<file path="config.mk">
export PLATFORM = sky130hd
export DESIGN_NAME = drm_ctrl
export DESIGN_NICKNAME = d
export VERILOG_FILES = /design/src/hdl/drm_pkg.sv /design/src/hdl/drm_ctrl.sv
export SDC_FILE = /design/constraint.sdc
export NUM_CORES = 1
export LEC_CHECK = 0
export BUFFER_PORTS_ARGS = -buffer_cell sky130_fd_sc_hd__buf_2
export CAP_MARGIN = 20
export CORE_MARGIN = 4
export CORE_UTILIZATION = 52
export CTS_CLUSTER_DIAMETER = 30
export DETAILED_ROUTE_END_ITERATION = 7
export HOLD_SLACK_MARGIN = 0.03
export PLACE_DENSITY = 0.9
export SLEW_MARGIN = 20
export SYNTH_ARGS = -nofsm -noshare
export SYNTH_HDL_FRONTEND = slang
export SYNTH_SLANG_ARGS = --single-unit
export TNS_END_PERCENT = 10
</file>
<file path="constraint.sdc">
create_clock -name clk_i -period 2.9 [get_ports clk_i]
set_input_delay 0.145 -clock clk_i [delete_from_list [all_inputs] [get_ports clk_i]]
set_output_delay 0.145 -clock clk_i [all_outputs]
set_load 0.01 [all_outputs]
</file>
<file path="src/hdl/drm_pkg.sv">
// shared constants, opcode codes and controller/datapath interface types
`timescale 1ns / 1ps
`default_nettype none

package drm_pkg;

  localparam int MEM_WORDS = 1000;
  localparam int ADDR_W    = $clog2(MEM_WORDS);
  localparam int WORD_W    = 10;
  localparam int NUM_REGS  = 10;
  localparam int RIDX_W    = $clog2(NUM_REGS);
  localparam int STEP_W    = 24;
  localparam int PROD_W    = 2 * WORD_W;

  localparam logic [WORD_W-1:0] WORD_MOD    = WORD_W'(1000);
  localparam logic [STEP_W-1:0] LIMIT_RESET = {STEP_W{1'b1}};
  // ceil(2^30 / 1000): exact floor(x / 1000) for every x below 2^20
  localparam int RECIP_SHIFT = 30;
  localparam logic [20:0] RECIP_1000 = 21'd1073742;

  typedef enum logic [3:0] {
    OP_JUMP  = 4'd0,
    OP_HALT  = 4'd1,
    OP_SET   = 4'd2,
    OP_ADDI  = 4'd3,
    OP_MULI  = 4'd4,
    OP_COPY  = 4'd5,
    OP_ADDR  = 4'd6,
    OP_MULR  = 4'd7,
    OP_LOAD  = 4'd8,
    OP_STORE = 4'd9
  } op_e;

  // commands from the controller, at most one step command per cycle
  typedef struct packed {
    logic load;      // store an input word at the load pointer
    logic run_init;  // start a run at address zero
    logic fetch;     // read the instruction at the program counter
    logic decode;    // split the instruction word into digits
    logic reg_read;  // read both registers and count the step
    logic exec;      // execute, or start the arithmetic path
    logic quot;      // quotient by 1000
    logic modw;      // remainder write back
    logic ld_wb;     // memory load write back
    logic clr;       // one step of the clearing pass
  } dp_cmd_t;

  typedef struct packed {
    op_e  op;
    logic limit_hit;
    logic clr_last;
  } dp_stat_t;

endpackage

`default_nettype wire

</file>
<file path="src/hdl/drm_ctrl.sv">
// controller state machine of the decimal register machine
`timescale 1ns / 1ps
`default_nettype none

module drm_ctrl (
  input  wire logic             clk_i,
  input  wire logic             rst_ni,
  input  wire logic             start_i,
  input  wire logic             func_i,
  input  wire drm_pkg::dp_stat_t stat_i,
  output drm_pkg::dp_cmd_t      cmd_o,
  output logic                  busy_o,
  output logic                  done_o
);
  import drm_pkg::*;

  typedef enum logic [9:0] {
    S_IDLE  = 10'b0000000001,
    S_FETCH = 10'b0000000010,
    S_DEC   = 10'b0000000100,
    S_REGRD = 10'b0000001000,
    S_EXEC  = 10'b0000010000,
    S_QUOT  = 10'b0000100000,
    S_MODW  = 10'b0001000000,
    S_LDWB  = 10'b0010000000,
    S_DONE  = 10'b0100000000,
    S_CLEAR = 10'b1000000000
  } state_e;

  state_e state_q, state_d;
  state_e after_d;

  always_ff @(posedge clk_i or negedge rst_ni) begin
    if (!rst_ni) begin
      state_q <= S_CLEAR;
    end else begin
      state_q <= state_d;
    end
  end

  // next state once an instruction has finished
  assign after_d = stat_i.limit_hit ? S_DONE : S_FETCH;

  always_comb begin
    state_d = state_q;
    cmd_o   = '0;
    case (state_q)
      S_IDLE: begin
        if (start_i) begin
          if (func_i) begin
            cmd_o.run_init = 1'b1;
            state_d        = S_FETCH;
          end else begin
            cmd_o.load = 1'b1;
          end
        end
      end
      S_FETCH: begin
        cmd_o.fetch = 1'b1;
        state_d     = S_DEC;
      end
      S_DEC: begin
        cmd_o.decode = 1'b1;
        state_d      = S_REGRD;
      end
      S_REGRD: begin
        cmd_o.reg_read = 1'b1;
        state_d        = S_EXEC;
      end
      S_EXEC: begin
        cmd_o.exec = 1'b1;
        case (stat_i.op)
          OP_HALT: state_d = S_DONE;
          OP_ADDI, OP_MULI, OP_ADDR, OP_MULR: state_d = S_QUOT;
          OP_LOAD: state_d = S_LDWB;
          default: state_d = after_d;
        endcase
      end
      S_QUOT: begin
        cmd_o.quot = 1'b1;
        state_d    = S_MODW;
      end
      S_MODW: begin
        cmd_o.modw = 1'b1;
        state_d    = after_d;
      end
      S_LDWB: begin
        cmd_o.ld_wb = 1'b1;
        state_d     = after_d;
      end
      S_DONE: begin
        state_d = S_CLEAR;
      end
      S_CLEAR: begin
        cmd_o.clr = 1'b1;
        if (stat_i.clr_last) begin
          state_d = S_IDLE;
        end
      end
      default: begin
        state_d = S_CLEAR;
      end
    endcase
  end

  assign busy_o = (state_q != S_IDLE);
  assign done_o = (state_q == S_DONE);

endmodule

`default_nettype wire

</file>
# ---- Word level (Yosys, flattened, before mapping)
# Cells that the tools add are included.
dict set report classes {
  n_eq_ne 20
  n_mux 18
  reduce_logical 3
}
# operator count
set ops {}
lappend ops {{one-hot mux 10 bit (8 select lines)} 1}
lappend ops {{2-to-1 mux 10 bit} 3}
lappend ops {{one-hot mux 9 bit (3 select lines)} 1}
lappend ops {{equality test 4 x 3 -> 1 bit (second input constant)} 3}
lappend ops {{equality test 10 x 1 -> 1 bit (second input constant)} 1}
lappend ops {{equality test 10 bit (second input constant)} 1}
lappend ops {{equality test 10 x 2 -> 1 bit (second input constant)} 1}
lappend ops {{equality test 10 x 3 -> 1 bit (second input constant)} 1}
lappend ops {{equality test 10 x 4 -> 1 bit (second input constant)} 1}
lappend ops {{equality test 10 x 5 -> 1 bit (second input constant)} 1}
lappend ops {{equality test 10 x 6 -> 1 bit (second input constant)} 1}
lappend ops {{equality test 10 x 7 -> 1 bit (second input constant)} 1}
lappend ops {{equality test 10 x 8 -> 1 bit (second input constant)} 1}
lappend ops {{equality test 10 x 9 -> 1 bit (second input constant)} 1}
lappend ops {{2-to-1 mux 1 bit} 10}
lappend ops {{inequality test 10 x 1 -> 1 bit (second input constant)} 1}
lappend ops {{2-to-1 mux 9 bit} 1}
lappend ops {{inequality test 2 bit (second input constant)} 3}
lappend ops {{equality test 4 x 1 -> 1 bit (second input constant)} 1}
lappend ops {{equality test 4 x 2 -> 1 bit (second input constant)} 1}
lappend ops {{equality test 4 bit (second input constant)} 1}
lappend ops {{2-to-1 mux 2 bit} 2}
lappend ops {{OR reduction 4 bit} 1}
lappend ops {{AND reduction 3 bit} 1}
lappend ops {{OR reduction 2 bit} 1}
dict set report word_totals {
  register_bits 10
  out_inout_bits 12
  word_cells 42
}

# ---- Depth between registers and ports, before layout
dict set report logic_depth {
  ltp_word 4
  ltp_mapped 8
  depth_no_buf 7
}

# ---- Worst setup path before layout
# Ideal clock, no wire load.
dict set report synth_path {
  kind {reg-to-output}
  start {register state_q[5]}
  end {output cmd_o[9] (netlist name)}
  arrival_ns 1.580
  required_time_ns 2.755
  path_slack_ns 1.175
  path_stages_with_launch 6
  n_path_buf 0
  path_cell_list {dfrtp_1 > nor4_1 > nor2b_1 > and3_2 > inv_1 > nor3b_1}
}
# item line
set synth_lines {}
lappend synth_lines {{from (decl)} drm_ctrl.sv:30} ;# state_e state_q, state_d;
lappend synth_lines {{from (signal assigned)} drm_ctrl.sv:37} ;# state_q <= state_d;
lappend synth_lines {{to (decl)} drm_ctrl.sv:11} ;# output drm_pkg::dp_cmd_t cmd_o,

==> summary.txt <==
Pwr
  • Peak supply drop: 0.368 mV
  • Design Power: 522 µW
  • P_leak: 0.422 nW
  • PwrDens: 616 mW/mm²

Floorplan
  • Die height: 44.9 µm
  • Die Area: 0.00201 mm²
  • Die X: 44.9 µm
  • Ports: 22
  • Initial Util: 0.550
  • Placeable Area: 0.00128 mm²
  • Row cnt: 13

Clock network
  • TritonCTS clock tree: done
  • Clk Latency, worst-skew pair: 280 ps
  • CTS Buf Count: 3
  • CTS sink cnt: 10
  • # Post-CTS Setup Buffers: 0
  • Root Driver: clkbuf_4
  • Clock transition at path regs: 70 ps
  • Bufs on Longest Clock Path: 2
  • CTS HTree Levels: 1

Synth
  • Synth warn: 0
  • Synth top area cells: dfrtp_1 32%, nor2_1 5.3%, nor4b_1 5.0%, dfstp_2 3.7%, and3_2 3.2%
  • Post-Syn Nets: 87
  • Register area share after synthesis: 0.356
  • Mean post-synth cell area: 9.18 µm²
  • Post-synthesis cell count: 77
  • Number of synthesized register bits: 10
  • Area leader, netlist: dfrtp_1
  • Yosys cell types: 37
  • Yosys top cell area share: 0.319
  • Netlist Area Pre-Place: 707 µm²

Cells and area
  • Layout cells sized above 1: 0.360
  • Most flop-heavy register: state_q
  • Area grow syn2layout: 19.8%
  • Max FFs per register: 10
  • Number of diodes: 0
  • Final Non-Filler Cells: 115
  • Biggest regs: state_q x10
  • Final nets: 111
  • Design area: 847 µm²
  • Fillers: 108

Critical path
  • CP endpoint kind: output pin
  • Cell family with most CP delay: simple AND/OR/NAND/NOR gates
  • Setup Crit Path Kind: register to output pin
  • Biggest cell delay along the critical path: 440 ps
  • Buffer and inverter count on the worst path: 1
  • CP Data Arrival Time: 2090 ps
  • Critical Path, Cell by Cell: nor4_1, nor2b_1, nand2_1, nor4b_1, buf_2
  • CP Max Fanout: 6
  • Setup crit start kind: register
  • WP data required: 2760 ps
  • Slowest cell on crit path: dfrtp_1

STA
  • Peak Freq: 447 MHz
  • Pins Over Slew Limit: 0
  • Fin. Hold Viols: 0
  • Clock Skew: 1.23 ps
  • Fin crit period: 2240 ps
  • RSZ-0062 raised after global routing: no
  • TNS Setup: 0 ps
  • Measured slew at the worst slew-check pin: 336 ps
  • Setup violations, final: 0
  • Final WS setup: 664 ps
  • Max_slew headroom: 0.774
  • Fin crit share: 0.771

Place
  • Dpl cells: 110
  • Placed cell area: 801 µm²
  • Port Buffers: 21
  • Dpl ws: 992 ps
  • Routability congestion estimate from global placement: 0.745
  • Post-DP HPWL: 1.26 mm

Global route
  • Maximum number of pins on one net before global-route repair: 11
  • GRT overflow: 0
  • First-pass GRT wire length: 2.95 mm
  • Vias in the first global route: 650
  • Antenna violations before repair: 0
  • GRT Total Usage: 0.207

Drt
  • Drt total wl: 1.73 mm
  • Via count: 677
  • Drt wl/cell: 15.0 µm
  • Drt initial violations: 10
  • DRT antenna net count: 0
  • Drt via density: 5.89
  • Drt drc: 0
  • 1st-pass router iterations: 4

Job
  • Max-cap viol count: 0

Outcome
  • Status: complete, no violations

Worst hold path
  • Hold Crit Class: input port to register
==> synth_stat cells <==
cell type	number
buf_4	1
or3_2	1
nand2_1	6
o21ai_0	3
nor3b_1	3
xor2_1	1
and2_1	1
nand2b_1	1
o21bai_1	1
a21oi_1	2
or3_4	1
a21boi_0	1
inv_1	4
nor3_4	1
nor4b_1	4
nand3_1	1
dfrtp_1	9
a2bb2oi_2	1
nand3b_1	1
nor2_1	10
a211oi_1	1
buf_6	2
nor2b_1	3
o211ai_1	2
a31oi_1	1
nand4_1	1
nor4_1	1
nand3b_4	1
or3b_1	1
and4_2	1
and3_2	3
o21a_1	1
o22ai_1	2
xnor2_1	1
nor2_4	1
a21o_1	1
dfstp_2	1
==> worst register-to-register path: cells and delay by family (launching register included) <==
| family | cells | cell delay (ps) |
|---|---|---|
| compound gates | 1 | 120 |
| flops | 1 | 480 |
| simple gates | 4 | 1180 |
==> final cells by class <==
class | instances | area (µm²) | share of cell area
multi-input cells | 60 | 410 | 0.484
repair buffers | 22 | 115 | 0.136
well taps | 15 | 18.8 | 0.0222
inverters | 4 | 15.0 | 0.0177
clock buffers | 4 | 36.3 | 0.0428
flip-flops and latches | 10 | 251 | 0.297
==> cells in the final DEF, fill, tap and decap left out, types with 2 or more instances in the layout <==
master / n
clkbuf_4: 3
a21oi_1: 2
inv_1: 4
nand2_1: 6
o22ai_1: 2
dfrtp_1: 9
and3_2: 3
o21ai_0: 3
o211ai_1: 2
nor3b_1: 3
nor2b_1: 3
buf_2: 21
nor2_1: 10
nor4b_1: 4
==> layer usage <==
metal	GRT usage	wire length, µm	up-vias	share of wire
li1	-	-	323	-
met4	0.152	99	0	0.057
met2	0.355	873	27	0.50
met3	0.0558	96	13	0.056
met5	0	0	-	0
met1	0.215	660	314	0.38
==> power breakdown <==
part           internal, mW  leakage [nW]  switching [mW]
registers             0.161         0.135          0.0317
logic                0.0876         0.266           0.111
clock network        0.0764        0.0210          0.0549
total                 0.325         0.422           0.197
==> timing repair <==
| action | in CTS | in global routing |
|---|---|---|
| endpoints found under the hold margin | 10 | 0 |
| hold buffers | 1 | 0 |
| resized for setup | 0 | 0 |
| endpoints found under the setup margin | 0 | 0 |
==> logic make-up after synthesis <==
| logic type | share of synthesized area |
|---|---|
| DFF | 0.356 |
| buffers and inverters | 0.0637 |
| AOI/OAI and AO/OA | 0.158 |
| and+or+nand+nor | 0.398 |
| xor gates and xnor gates | 0.0248 |
==> worst paths after layout <==
path                                        start                endpoint  slack, ps  cells past startpoint
setup / recovery           state_q[5]$_DFFE_PN0P_                cmd_o[5]        660                      5
hold / removal                          stat_i[0]  state_q[9]$_DFFE_PN1P_         70                      2
setup reg to reg           state_q[2]$_DFFE_PN0P_  state_q[8]$_DFFE_PN0P_       1060                      5
hold reg to reg            state_q[8]$_DFFE_PN0P_  state_q[6]$_DFFE_PN0P_        620                      2
max in group asynchronous                  rst_ni  state_q[9]$_DFFE_PN1P_       2390                      2
min in group asynchronous                  rst_ni  state_q[3]$_DFFE_PN0P_        250                      2
==> stage by stage <==
step / utilization / hold slack [ps]
floorplan: - / -151
global placement: 0.623 / 17.7
detailed placement: 0.623 / 20.9
CTS: 0.659 / 59.8
global route: 0.659 / 60.9
finish: 0.659 / 65.7
Power figures use the tool's default switching activity.
